===== src/sv/dts_pkg.sv =====
// ----------------------------------------------------------------------------
// Date/time to seconds package
// Shared field types, widths, calendar constants and the day-of-year table
// for the date/time to seconds converter.
// ----------------------------------------------------------------------------
package dts_pkg;

    // Field widths of one input item.
    localparam int YEAR_W    = 8;
    localparam int MONTH_W   = 8;
    localparam int DAY_W     = 8;
    localparam int WEEKDAY_W = 4;
    localparam int HOUR_W    = 5;
    localparam int MINUTE_W  = 6;
    localparam int SECOND_W  = 6;

    // Field widths of one result item.
    localparam int SECONDS_W = 32;

    // Internal widths, sized to the largest values they carry.
    localparam int DOY_W   = 9;   // day of year, up to 365
    localparam int YDAYS_W = 16;  // year * 365 for years below 128
    localparam int LEAPS_W = 5;   // leap days of past years, up to 25 for years below 100
    localparam int DAYS_W  = 16;  // total day count, up to 36525
    localparam int HM_W    = 11;  // hour * 60 + minute, up to 1923
    localparam int TOD_W   = 17;  // seconds into the day, up to 115443

    // Range limits of the date check.
    localparam logic [YEAR_W-1:0]    YEAR_LIMIT    = 8'd100;
    localparam logic [MONTH_W-1:0]   MONTH_MAX     = 8'd12;
    localparam logic [DAY_W-1:0]     DAY_MAX       = 8'd31;
    localparam logic [WEEKDAY_W-1:0] WEEKDAY_LIMIT = 4'd7;

    // Calendar scale factors.
    localparam logic [8:0]  DAYS_PER_YEAR   = 9'd365;
    localparam logic [16:0] SECONDS_PER_DAY = 17'd86400;
    localparam logic [5:0]  SIXTY           = 6'd60;

    // One input item, unpacked.
    typedef struct packed {
        logic [SECOND_W-1:0]  second;
        logic [MINUTE_W-1:0]  minute;
        logic [HOUR_W-1:0]    hour;
        logic [WEEKDAY_W-1:0] weekday;
        logic [DAY_W-1:0]     day;
        logic [MONTH_W-1:0]   month;
        logic [YEAR_W-1:0]    year;
    } date_time_t;

    // Partial result leaving the calculation pipeline.
    typedef struct packed {
        logic                 invalid;
        logic [SECONDS_W-1:0] day_seconds;
        logic [TOD_W-1:0]     tod;
    } dts_part_t;

    // Days before the first of a month in a common year, indexed by month - 1.
    function automatic logic [DOY_W-1:0] days_before_month(input logic [3:0] idx);
        logic [DOY_W-1:0] val;
        case (idx)
            4'd0:    val = 9'd0;
            4'd1:    val = 9'd31;
            4'd2:    val = 9'd59;
            4'd3:    val = 9'd90;
            4'd4:    val = 9'd120;
            4'd5:    val = 9'd151;
            4'd6:    val = 9'd181;
            4'd7:    val = 9'd212;
            4'd8:    val = 9'd243;
            4'd9:    val = 9'd273;
            4'd10:   val = 9'd304;
            4'd11:   val = 9'd334;
            default: val = 9'd0;
        endcase
        return val;
    endfunction

endpackage


===== src/sv/dts_calc.sv =====
// ----------------------------------------------------------------------------
// Date/time to seconds calculation pipeline
// Three register stages: date check and partial day count, day and time
// sums, scaling of the day count to seconds. Each stage carries a valid bit
// and holds while the stage after it is full and stalled.
// ----------------------------------------------------------------------------
module dts_calc (
    input  logic              aclk,
    input  logic              aresetn,
    input  logic              in_valid,
    output logic              in_ready,
    input  dts_pkg::date_time_t in_item,
    output logic              out_valid,
    input  logic              out_ready,
    output dts_pkg::dts_part_t out_part
);
    import dts_pkg::*;

    // Stage valid bits and per-stage advance conditions.
    logic v1_reg, v2_reg, v3_reg;
    logic rdy1, rdy2, rdy3;

    assign rdy3     = !v3_reg || out_ready;
    assign rdy2     = !v2_reg || rdy3;
    assign rdy1     = !v1_reg || rdy2;
    assign in_ready = rdy1;

    // Stage 1 payload.
    logic                inv1_reg, inv1_next;
    logic [DOY_W-1:0]    doy1_reg, doy1_next;
    logic [YDAYS_W-1:0]  ydays1_reg, ydays1_next;
    logic [LEAPS_W-1:0]  leaps1_reg, leaps1_next;
    logic [HM_W-1:0]     hm1_reg, hm1_next;
    logic [SECOND_W-1:0] sec1_reg;

    // Stage 2 payload.
    logic                inv2_reg;
    logic [DAYS_W-1:0]   days2_reg, days2_next;
    logic [TOD_W-1:0]    tod2_reg, tod2_next;

    // Stage 3 payload.
    logic                 inv3_reg;
    logic [SECONDS_W-1:0] dsec3_reg, dsec3_next;
    logic [TOD_W-1:0]     tod3_reg;

    logic [3:0] month_idx;
    logic [6:0] year_lo;
    logic       leap_adj;

    // Stage 1: range check, day of year, year terms and hour/minute.
    always_comb begin
        inv1_next = (in_item.year >= YEAR_LIMIT)
                 || (in_item.month == '0) || (in_item.month > MONTH_MAX)
                 || (in_item.day == '0) || (in_item.day > DAY_MAX)
                 || (in_item.weekday >= WEEKDAY_LIMIT);
        // Only meaningful for a valid month; an invalid item is zeroed later.
        month_idx = in_item.month[3:0] - 4'd1;
        year_lo   = in_item.year[6:0];
        leap_adj  = (in_item.month >= 8'd3) && (in_item.year[1:0] == 2'b00);
        doy1_next = DOY_W'(in_item.day[4:0]) - DOY_W'(1)
                  + days_before_month(month_idx) + DOY_W'(leap_adj);
        ydays1_next = YDAYS_W'(year_lo) * YDAYS_W'(DAYS_PER_YEAR);
        leaps1_next = LEAPS_W'((8'(year_lo) + 8'd3) >> 2);
        hm1_next    = HM_W'(in_item.hour) * HM_W'(SIXTY) + HM_W'(in_item.minute);
    end

    // Stage 2: full day count and seconds into the day.
    always_comb begin
        days2_next = DAYS_W'(doy1_reg) + ydays1_reg + DAYS_W'(leaps1_reg);
        tod2_next  = TOD_W'(hm1_reg) * TOD_W'(SIXTY) + TOD_W'(sec1_reg);
    end

    // Stage 3: day count scaled to seconds.
    always_comb begin
        dsec3_next = SECONDS_W'(days2_reg) * SECONDS_W'(SECONDS_PER_DAY);
    end

    // Valid bits.
    always_ff @(posedge aclk) begin
        if (!aresetn) begin
            v1_reg <= 1'b0;
            v2_reg <= 1'b0;
            v3_reg <= 1'b0;
        end else begin
            if (rdy1) v1_reg <= in_valid;
            if (rdy2) v2_reg <= v1_reg;
            if (rdy3) v3_reg <= v2_reg;
        end
    end

    // Payload registers, loaded when their stage advances.
    always_ff @(posedge aclk) begin
        if (rdy1) begin
            inv1_reg   <= inv1_next;
            doy1_reg   <= doy1_next;
            ydays1_reg <= ydays1_next;
            leaps1_reg <= leaps1_next;
            hm1_reg    <= hm1_next;
            sec1_reg   <= in_item.second;
        end
        if (rdy2) begin
            inv2_reg  <= inv1_reg;
            days2_reg <= days2_next;
            tod2_reg  <= tod2_next;
        end
        if (rdy3) begin
            inv3_reg  <= inv2_reg;
            dsec3_reg <= dsec3_next;
            tod3_reg  <= tod2_reg;
        end
    end

    assign out_valid            = v3_reg;
    assign out_part.invalid     = inv3_reg;
    assign out_part.day_seconds = dsec3_reg;
    assign out_part.tod         = tod3_reg;

endmodule


===== src/sv/date_time_to_seconds.sv =====
// ----------------------------------------------------------------------------
// Date/time to seconds converter
// Converts a calendar date and time of day to seconds since 2000-01-01.
// ----------------------------------------------------------------------------
// Usage:
// Input items arrive on the s_ stream; every transfer carries one date and
// time. Each accepted item gives exactly one result on the m_ stream: the
// seconds since the start of year 2000 in m_tdata, and m_tuser high when the
// date failed its range check (year 100 or more, month outside 1 to 12, day
// outside 1 to 31, weekday 7 or more), in which case m_tdata is zero.
// The time fields are not checked.
// The input transfer reaches m_tvalid through three calculation stages and
// the output register. One item is accepted every cycle while the receiver
// takes every result; the rate is set by the four-stage pipeline, whose
// longest step is the 16 by 17 bit multiplication of the day count.
// When the receiver stalls, the stages fill up and s_tready drops once all
// four are occupied; nothing is lost or repeated. Reset empties the pipeline
// and clears m_tvalid.
// ----------------------------------------------------------------------------
module date_time_to_seconds (
    input  logic        aclk,
    input  logic        aresetn,
    input  logic        s_tvalid,
    output logic        s_tready,
    // year[7:0], month[15:8], day[23:16], weekday[27:24], hour[32:28],
    // minute[38:33], second[44:39], zero fill[47:45]
    input  logic [47:0] s_tdata,
    output logic        m_tvalid,
    input  logic        m_tready,
    // seconds[31:0]
    output logic [31:0] m_tdata,
    // invalid[0]
    output logic        m_tuser
);
    import dts_pkg::*;

    date_time_t item;
    dts_part_t  part;
    logic       part_valid;
    logic       out_rdy;

    logic                 v4_reg;
    logic [SECONDS_W-1:0] sec4_reg, sec4_next;
    logic                 inv4_reg;

    // Unpack the input transfer.
    assign item.year    = s_tdata[7:0];
    assign item.month   = s_tdata[15:8];
    assign item.day     = s_tdata[23:16];
    assign item.weekday = s_tdata[27:24];
    assign item.hour    = s_tdata[32:28];
    assign item.minute  = s_tdata[38:33];
    assign item.second  = s_tdata[44:39];

    dts_calc u_calc (
        .aclk      (aclk),
        .aresetn   (aresetn),
        .in_valid  (s_tvalid),
        .in_ready  (s_tready),
        .in_item   (item),
        .out_valid (part_valid),
        .out_ready (out_rdy),
        .out_part  (part)
    );

    // Final stage: add the time of day, force zero for a rejected date.
    assign out_rdy = !v4_reg || m_tready;

    always_comb begin
        sec4_next = part.invalid ? '0
                  : part.day_seconds + SECONDS_W'(part.tod);
    end

    always_ff @(posedge aclk) begin
        if (!aresetn) begin
            v4_reg <= 1'b0;
        end else if (out_rdy) begin
            v4_reg <= part_valid;
        end
    end

    always_ff @(posedge aclk) begin
        if (out_rdy) begin
            sec4_reg <= sec4_next;
            inv4_reg <= part.invalid;
        end
    end

    assign m_tvalid = v4_reg;
    assign m_tdata  = sec4_reg;
    assign m_tuser  = inv4_reg;

endmodule

===== config.mk =====
export PLATFORM = sky130hd
export DESIGN_NAME = date_time_to_seconds
export DESIGN_NICKNAME = d
export VERILOG_FILES = /design/src/sv/dts_pkg.sv /design/src/sv/dts_calc.sv /design/src/sv/date_time_to_seconds.sv
export SDC_FILE = /design/constraint.sdc
export NUM_CORES = 1
export LEC_CHECK = 0
export BUFFER_PORTS_ARGS = -buffer_cell sky130_fd_sc_hd__buf_2
export CAP_MARGIN = 10
export CORE_ASPECT_RATIO = 1.25
export CORE_MARGIN = 4
export CORE_UTILIZATION = 58
export DETAILED_ROUTE_END_ITERATION = 8
export GPL_TIMING_DRIVEN = 0
export PLACE_DENSITY = 0.83
export SYNTH_ARGS = -nofsm -noshare
export SYNTH_HDL_FRONTEND = slang
export SYNTH_SLANG_ARGS = --single-unit

===== constraint.sdc =====
create_clock -name aclk -period 13.6 [get_ports aclk]
set_input_delay 2.04 -clock aclk [delete_from_list [all_inputs] [get_ports aclk]]
set_output_delay 2.04 -clock aclk [all_outputs]
set_load 0.05 [all_outputs]

Word level (Yosys, flattened, before mapping)
Memories as Yosys holds them, arrays and structs flattened. Index checks and enable logic that the tools add are counted.

Register bits: 162. ROM bits: 144. Output and inout port bits: 35. Logic and storage cells: 55. Memories kept: 1.

Add/subtract/negate cells: 10. Multipliers: 4. $lt $le $gt $ge: 5. Reductions and logical operators: 17.

Memories: (name not given) (words 16, width 9, read ports 1, clocked after Yosys merged registers in 0, write ports 0, RTL line dts_pkg.sv:60) `case (idx)`.

Operators by type and width (number): adder 32 x 17 -> 32 bit (1); multiplier 16 x 10 -> 25 bit, second input constant (1); adder 17 x 6 -> 17 bit (1); adder 16 x 5 -> 16 bit (1); adder 9 x 16 -> 16 bit (1); zero test 8 bit (2); multiplier 7 x 9 -> 16 bit, second input constant (1); multiplier 11 x 4 -> 15 bit, second input constant (1); adder 11 x 6 -> 11 bit (1); adder 9 x 1 -> 9 bit (1); adder 9 bit (1); logical OR 1 bit (9); multiplier 5 x 4 -> 9 bit, second input constant (1); >= comparator 8 x 2 -> 1 bit, second input constant (1); >= comparator 8 x 7 -> 1 bit, second input constant (1); greater-than comparator 8 x 4 -> 1 bit, second input constant (1); greater-than comparator 8 x 5 -> 1 bit, second input constant (1); adder 7 x 2 -> 7 bit, second input constant (1); subtractor 5 x 1 -> 6 bit, second input constant (1); >= comparator 4 x 3 -> 1 bit, second input constant (1); zero test 1 bit (4); subtractor 4 x 1 -> 4 bit, second input constant (1); zero test 2 bit (1); logical AND 1 bit (1).

Depth between registers and ports, before layout
Gate-level depths: netlist (run 1).

Depth after elaboration: 6. Depth in mapped cells: 21.

Modules after synthesis
A second synthesis (run 1) with hierarchy kept.

Cell total of the unflattened synthesis: 1225. Area, all modules: 13598.0 um2.

Modules (own cells, without submodules): dts_calc (instances 1, cells each 1007, area an instance 11345.9 um2, sequential area each 3813.7 um2); date_time_to_seconds (instances 1, cells each 218, area an instance 2252.2 um2, sequential area each 1011.0 um2).

Least setup slack after synthesis (run 1)
No wires, ideal clock.

Kind: input port to output port. From: in m_tready. To: out s_tready. Data arrival time: 3.659 ns. Data required time: 11.560 ns. Slack: 7.901 ns. Cell stages on the path: 3. Path through: nor2b_1 > and3_1 > nand2_1.

Cells in the longest elaborated chain, start to end: 4.

RTL lines: start, declared (RTL line date_time_to_seconds.sv:29) `input logic m_tready,`; logical OR 1 bit (RTL line date_time_to_seconds.sv:67) `assign out_rdy = !v4_reg || m_tready;`; logical OR 1 bit (RTL line dts_calc.sv:23) `assign rdy3 = !v3_reg || out_ready;`; logical OR 1 bit (RTL line dts_calc.sv:24) `assign rdy2 = !v2_reg || rdy3;`; logical OR 1 bit (RTL line dts_calc.sv:25) `assign rdy1 = !v1_reg || rdy2;`; end, declared (RTL line date_time_to_seconds.sv:24) `output logic s_tready,`.

Every way passes these cells.

Worst setup path after layout (run 1)
From: in s_tdata[10]. To: reg u_calc.doy1_reg[8], data pin.

Cells in the longest elaborated chain, start to end: 4.

RTL lines: start, declared (RTL line date_time_to_seconds.sv:27) `input logic [47:0] s_tdata,`; subtractor 4 x 1 -> 4 bit (RTL line dts_calc.sv:57) `month_idx = in_item.month[3:0] - 4'd1;`; memory read (16 x 9 bit); adder 9 bit (RTL line dts_calc.sv:61) `+ days_before_month(month_idx) + DOY_W'(leap_adj);`; adder 9 x 1 -> 9 bit (*) (RTL line dts_calc.sv:61); named net u_calc.doy1_next[8] (RTL line dts_calc.sv:30) `logic [DOY_W-1:0] doy1_reg, doy1_next;`; end signal, assigned (RTL line dts_calc.sv:95) `doy1_reg <= doy1_next;`; end, declared (RTL line dts_calc.sv:30).

Mark *: on every way through the listed nets, which the timed path passes. The rest lies on a longest branch. A chain may end at the register's enable or synchronous reset.

==> results of run 1 <==
[layer usage]
metal	vias up	routed length, um
met1	4072	8430
met3	51	631
met5	-	0
met4	0	552
li1	4298	-
met2	162	12500
[logic make-up after synthesis]
| kind of cell | Yosys count | synth area share |
|---|---|---|
| flops | 162 | 0.368 |
| fa+ha+maj | 280 | 0.313 |
| mux | 6 | 0.00477 |
| xor+xnor | 102 | 0.0687 |
| simple gates | 224 | 0.0891 |
| compound gates | 210 | 0.0999 |
| buf+inv | 198 | 0.0567 |
[stage by stage]
step / worst slack, ns / utilization
after CTS: 8.04 / 0.652
after global routing: 7.69 / 0.654
after global placement: 7.18 / 0.623
after detailed placement: 7.58 / 0.624
after floorplan: 7.90 / -
final: 8.01 / 0.654
[path summary, 6_finish.rpt]
path | depth (start not counted) | to | slack (ns) | from
min | 0 | u_calc.tod3_reg[8] | 0.41 | u_calc.tod2_reg[8]
max reg2reg | 15 | u_calc.dsec3_reg[31] | 8.45 | u_calc.days2_reg[4]
max | 20 | u_calc.doy1_reg[8] | 8.01 | s_tdata[10]
min reg2reg | 0 | u_calc.tod3_reg[8] | 0.41 | u_calc.tod2_reg[8]
[layout by cell type, fill, tap and decap left out, types with 5 or more instances in the layout]
| cell type | Yosys | final |
|---|---|---|
| a21oi_1 | 64 | 64 |
| fa_1 | 80 | 80 |
| xnor2_1 | 66 | 66 |
| nand3_1 | 14 | 14 |
| edfxtp_1 | 158 | 158 |
| o21bai_1 | 5 | 5 |
| clkinv_8 | 0 | 5 |
| and3_1 | 11 | 11 |
| or3_1 | 15 | 15 |
| nand2_1 | 41 | 39 |
| inv_8 | 0 | 8 |
| nor3_1 | 17 | 17 |
| o21a_1 | 15 | 15 |
| clkbuf_1 | 10 | 10 |
| o21ai_0 | 50 | 50 |
| nor2b_1 | 24 | 24 |
| a21o_1 | 26 | 26 |
| ha_1 | 200 | 200 |
| and2_1 | 6 | 6 |
| nand2b_1 | 10 | 10 |
| clkbuf_16 | 0 | 17 |
| xor2_1 | 35 | 35 |
| buf_2 | 0 | 82 |
| a211oi_1 | 8 | 8 |
| o21ai_1 | 5 | 5 |
| inv_1 | 188 | 188 |
| nor2_1 | 60 | 60 |
[final cells by class]
class,instances,area share
Buffer,10,0.00257
Sequential cell,162,0.331
Multi-Input combinational cell,822,0.518
Timing Repair Buffer,85,0.0333
Clock buffer,17,0.0292
Clock inverter,15,0.0135
Inverter,188,0.0484
Tap cell,283,0.0243
==> summary.md, run 1 <==
| Metric | Value |
|---|---|
| Worst setup EP type | `register` |
| Final Hold Vio Count | `0` |
| Worst endpoint required time | `13.78 ns` |
| Fill count | `1633` |
| Antenna-violating nets left | `0` |
| Worst skew pair latency | `around 0.44 ns` |
| Slowest stage delay, CP | `0.40 ns` |
| Post-cts gate resize count | `0` |
| Htree depth | `4` |
| Max-slew violations | `0` |
| Initial DRC count | `376` |
| Ys async rst share | `0` |
| Warnings, synthesis | `0` |
| Hold Crit Class | `register to register` |
| CTS tree | `built` |
| Crit Path Max Fanout | `10` |
| Post-DR wirelength/cell | `14.0 um` |
| Register Area | `around 4800 um2` |
| Layout cells sized above 1 | `0.105` |
| CP max-delay cell | `fa_1` |
| Hold_buf cts | `0` |
| Top post-synthesis cells by count | `200 x ha_1, 188 x inv_1, 158 x edfxtp_1` |
| Crit start category | `primary input` |
| Tcrit/Tclk final | `0.411` |
| CTS buffer count | `17` |
| Top-count cell post-synth | `ha_1` |
| # diodes | `0` |
| Synth Flop Type | `edfxtp_1` |
| Worst-path clk slew | `0.08 ns` |
| Final setup fails | `0` |
| RSZ-0062 raised after global routing | `no` |
| Maximum clock insertion buffer count | `2` |
| Clock root buffer | `clkbuf_16` |
| Tmin final | `5.59 ns` |
| Fmax | `~180 MHz` |
| CP arrival | `5.76 ns` |
| GRT Overall Usage | `0.188` |
| Most frequent CP cell | `a21oi_1` |
| Synth Register Bits | `162` |
| Die ar. | `between 20000 and 30000 um2` |
| Final nets | `1618` |
| GP Congestion | `0.899` |
| Drt total wl | `22100 um` |
| Met3 Use GR | `0.0249` |
| Avg Cell Area, Syn | `between 10 and 15 um2` |
| I/O pins | `87` |
| DRC violation count after routing | `0` |
| Number of flip-flops under the largest register name | `32` |
| Status | `finished clean` |
| Core area | `22300 um2` |
| IO buf count | `82` |
| Kind of critical path | `primary input to register` |
| Initial antenna violation count | `0` |
| Seq/Total Area, Yosys | `0.368` |
| Detail Placement HPWL | `17900 um` |
| Via density | `5.43` |
| Drt pass-1 iters | `5` |
| Mapped cell area | `13100 um2` |
| Synth Net Count | `~1500` |
| Post-synth cell types | `59` |
| Hold slack | `0.412 ns` |
| Sum of buffers and inverters on the critical path | `4` |
| Setup TNS | `0 ns` |
| Final std cells w/o fill | `approximately 1600` |
| GRT met1 Usage | `0.204` |
| Share of the synthesized area in the top cell type | `0.362` |
| Chip width | `142 um` |
| First-pass GRT wire length | `39100 um` |
| Worst rel slew slack | `0.385` |
| GRT met2 Usage | `0.369` |
| Yosys top cell by area | `edfxtp_1` |
| Multi-input gate area | `around 7600 um2` |
| Actual slew at the worst max-slew pin | `0.919 ns` |
| # Max-Cap Violations | `0` |
| Initial Util | `0.588` |
| Worst clock skew | `0.0169 ns` |
| Area growth syn-to-layout | `11.2%` |
| Delay-heaviest family, CP | `compound AO/OA/AOI/OAI gates` |
| Mapped Cells | `1182` |
| Via count | `between 8000 and 9000` |
| CP Cell Sequence | `clkbuf_1 -> inv_1 -> ha_1 -> nand2_1 -> nand2_1 -> xor2_1 -> clkbuf_1 -> mux2i_1 -> a21oi_1 -> fa_1 -> inv_1 -> fa_1 -> a21o_1 -> a21oi_1 -> o21bai_1 -> a21oi_1 -> nor2b_1 -> o21ai_0 -> nand2b_1 -> xnor2_1` |
| Ranking of synthesized cells by area | `edfxtp_1 36%, ha_1 19%, fa_1 12%` |
| Post-synth EDFFs | `158` |
| GRT busiest layer | `met2` |
| Pin count of the biggest net entering global routing | `44` |
| Placed Area | `13900 um2` |
| CTS Sinks | `162` |
| Overflow after GRT | `0` |
| Number of global-route vias before repair | `9133` |
| Die Span Y | `176 um` |
| Final Cell Area | `14600 um2` |
| Post-CTS Setup Inserts | `0` |
| Rows | `61` |
| Placed cells | `between 1500 and 2000` |
Power of run 1 is not shown: default switching activity piles up to over one toggle a cycle in this logic, so the estimate is an artifact.
==> run 2: changes to the inputs <==
--- a/config.mk
+++ b/config.mk
@@ -9,10 +9,10 @@
 export CAP_MARGIN = 10
 export CORE_ASPECT_RATIO = 1.25
 export CORE_MARGIN = 4
-export CORE_UTILIZATION = 58
+export CORE_UTILIZATION = 56
 export DETAILED_ROUTE_END_ITERATION = 8
 export GPL_TIMING_DRIVEN = 0
-export PLACE_DENSITY = 0.83
+export PLACE_DENSITY = 0.84
 export SYNTH_ARGS = -nofsm -noshare
 export SYNTH_HDL_FRONTEND = slang
 export SYNTH_SLANG_ARGS = --single-unit
==> constraint.sdc (replaced) <==
create_clock -name aclk -period 5.1 [get_ports aclk]
set_input_delay 0.765 -clock aclk [delete_from_list [all_inputs] [get_ports aclk]]
set_output_delay 0.765 -clock aclk [all_outputs]
set_load 0.05 [all_outputs]
==> run 2 against run 1 <==
Die area increased by 3.4%. Global-route usage fell by 0.69 points. Sequential share of layout area increased by 0.071 points. Register-to-register slack worse by 8.3 ns. Critical path depth down 3.
==> summary.md, run 2 (synthesis gave the netlist of run 1 again) <==
| Metric | Value |
|---|---|
| # Max-Cap Violations | `0` |
| IO buf count | `between 80 and 90` |
| Status | `finished clean` |
| Final nets | `1619` |
| Most frequent CP cell | `inv_1` |
| Multi-input gate area | `7570 um2` |
| Chip width | `~140 um` |
| Delay-heaviest family, CP | `adder cells` |
| Die Span Y | `between 150 and 200 um` |
| # diodes | `0` |
| Final Hold Vio Count | `0` |
| Worst rel slew slack | `0.233` |
| Fill count | `1730` |
| Actual slew at the worst max-slew pin | `about 1.1 ns` |
| CP arrival | `5.08 ns` |
| Worst endpoint required time | `5.28 ns` |
| Htree depth | `4` |
| Initial Util | `0.569` |
| CTS tree | `built` |
| Sum of buffers and inverters on the critical path | `4` |
| Detail Placement HPWL | `17500 um` |
| Hold slack | `0.420 ns` |
| Clock root buffer | `clkbuf_16` |
| CTS Sinks | `162` |
| Kind of critical path | `register to register` |
| Most frequent cells in the layout | `200 x ha_1, 188 x inv_1, 158 x edfxtp_1` |
| Drt total wl | `22000 um` |
| Util after Layout | `0.631` |
| Initial DRC count | `408` |
| Register-to-Register Setup Slack | `0.20 ns` |
| Antenna-violating nets left | `0` |
| Maximum clock insertion buffer count | `2` |
| Layout cells sized above 1 | `0.108` |
| Final setup fails | `0` |
| CP max-delay cell | `fa_1` |
| Via count | `8496` |
| Max-slew violations | `0` |
| Slowest stage delay, CP | `0.52 ns` |
| DRC violation count after routing | `0` |
| GP Congestion | `about 0.88` |
| Overflow after GRT | `0` |
| Worst setup EP type | `register` |
| Register Area | `4820 um2` |
| Commonest non-fill, non-tap cell in the layout | `ha_1` |
| Via density | `5.35` |
| Area growth syn-to-layout | `10.9%` |
| Hold_buf cts | `0` |
| Number of flip-flops under the largest register name | `32` |
| Tcrit/Tclk final | `0.962` |
| Initial antenna violation count | `0` |
| CTS buffer count | `17` |
| GRT Overall Usage | `0.181` |
| First-pass GRT wire length | `38300 um` |
| I/O pins | `87` |
| Pin count of the biggest net entering global routing | `46` |
| Worst skew pair latency | `0.43 ns` |
| Drt pass-1 iters | `6` |
| Core area | `23000 um2` |
| Rows | `a little over 60` |
| Hold Crit Class | `register to register` |
| Post-DR wirelength/cell | `13.9 um` |
| Number of global-route vias before repair | `approximately 9000` |
| Crit start category | `register` |
| Crit Path Max Fanout | `6` |
| Worst clock skew | `approximately 0.0076 ns` |
| Worst-path clk slew | `0.07 ns` |
| Die ar. | `25900 um2` |
| Tmin final | `4.90 ns` |
| Fmax | `204 MHz` |
| CP Cell Sequence | `ha_1 -> inv_1 -> fa_1 -> inv_1 -> fa_1 -> ha_1 -> inv_1 -> fa_1 -> inv_1 -> ha_1 -> nand2_1 -> or3_1 -> o21ai_1 -> nand3_1 -> o21ai_1 -> o221ai_1 -> xnor2_1` |
[run 2: cell count changes in the layout (fill, tap and decap cells not counted), sizes merged]
| cell | previous run | this run |
|---|---|---|
| buf | 85 | 86 |
| clkinv | 6 | 4 |
| clkbuf | 27 | 28 |
| inv | 197 | 195 |
| clkinvlp | 0 | 2 |
| bufinv | 0 | 1 |
[run 2: final timing paths]
| check | from | to | depth (start not counted) |
|---|---|---|---|
| worst max-delay path | u_calc.days2_reg[1] | u_calc.dsec3_reg[30] | 17 |
| worst min-delay path | u_calc.tod2_reg[8] | u_calc.tod3_reg[8] | 0 |
| worst max register to register | u_calc.days2_reg[1] | u_calc.dsec3_reg[30] | 17 |
| worst min register to register | u_calc.tod2_reg[8] | u_calc.tod3_reg[8] | 0 |
[run 2: metrics by stage]
| step | instances | TNS (ns) | setup WS, ns | area (um2) |
|---|---|---|---|---|
| 6_report | 1588 | 0 | 0.196 | 14500 |
| 5_1_grt | 1588 | -0.0166 | -0.0166 | 14500 |
| 4_1_cts | 1585 | 0 | 0.115 | 14500 |
| 2_1_floorplan | 1182 | 0 | 0.554 | 13100 |
| 3_5_place_dp | 1553 | 0 | 0.0556 | 13900 |
| 3_3_place_gp | 1552 | 0 | 0.109 | 13900 |
[run 2: repair_timing]
action                                 CTS  global route
setup buffers                            0             2
endpoints found under the hold margin    0             0
setup endpoints to repair                1             2
pin swaps                                0             1
resized for setup                        1             2
[run 2: cell type report]
cell class	instances	share of cell area
plain buffers	10	0.00258
clock buffers	18	0.0302
clock inverters	14	0.00972
inverters	188	0.0485
multi-input cells	822	0.520
flip-flops and latches	162	0.332
well taps	288	0.0248
repair buffers	86	0.0325
[run 2: layer usage]
| metal | GRT usage | vias up | part of all wire | wire, um |
|---|---|---|---|---|
| met3 | 0.0275 | 34 | 0.028 | 623 |
| met1 | 0.205 | 3999 | 0.40 | 8920 |
| li1 | - | 4308 | - | - |
| met2 | 0.343 | 155 | 0.55 | 12100 |
| met4 | 0.0607 | 0 | 0.020 | 451 |
| met5 | 0 | - | 0 | 0 |
Power of run 2 is left out for the same reason.
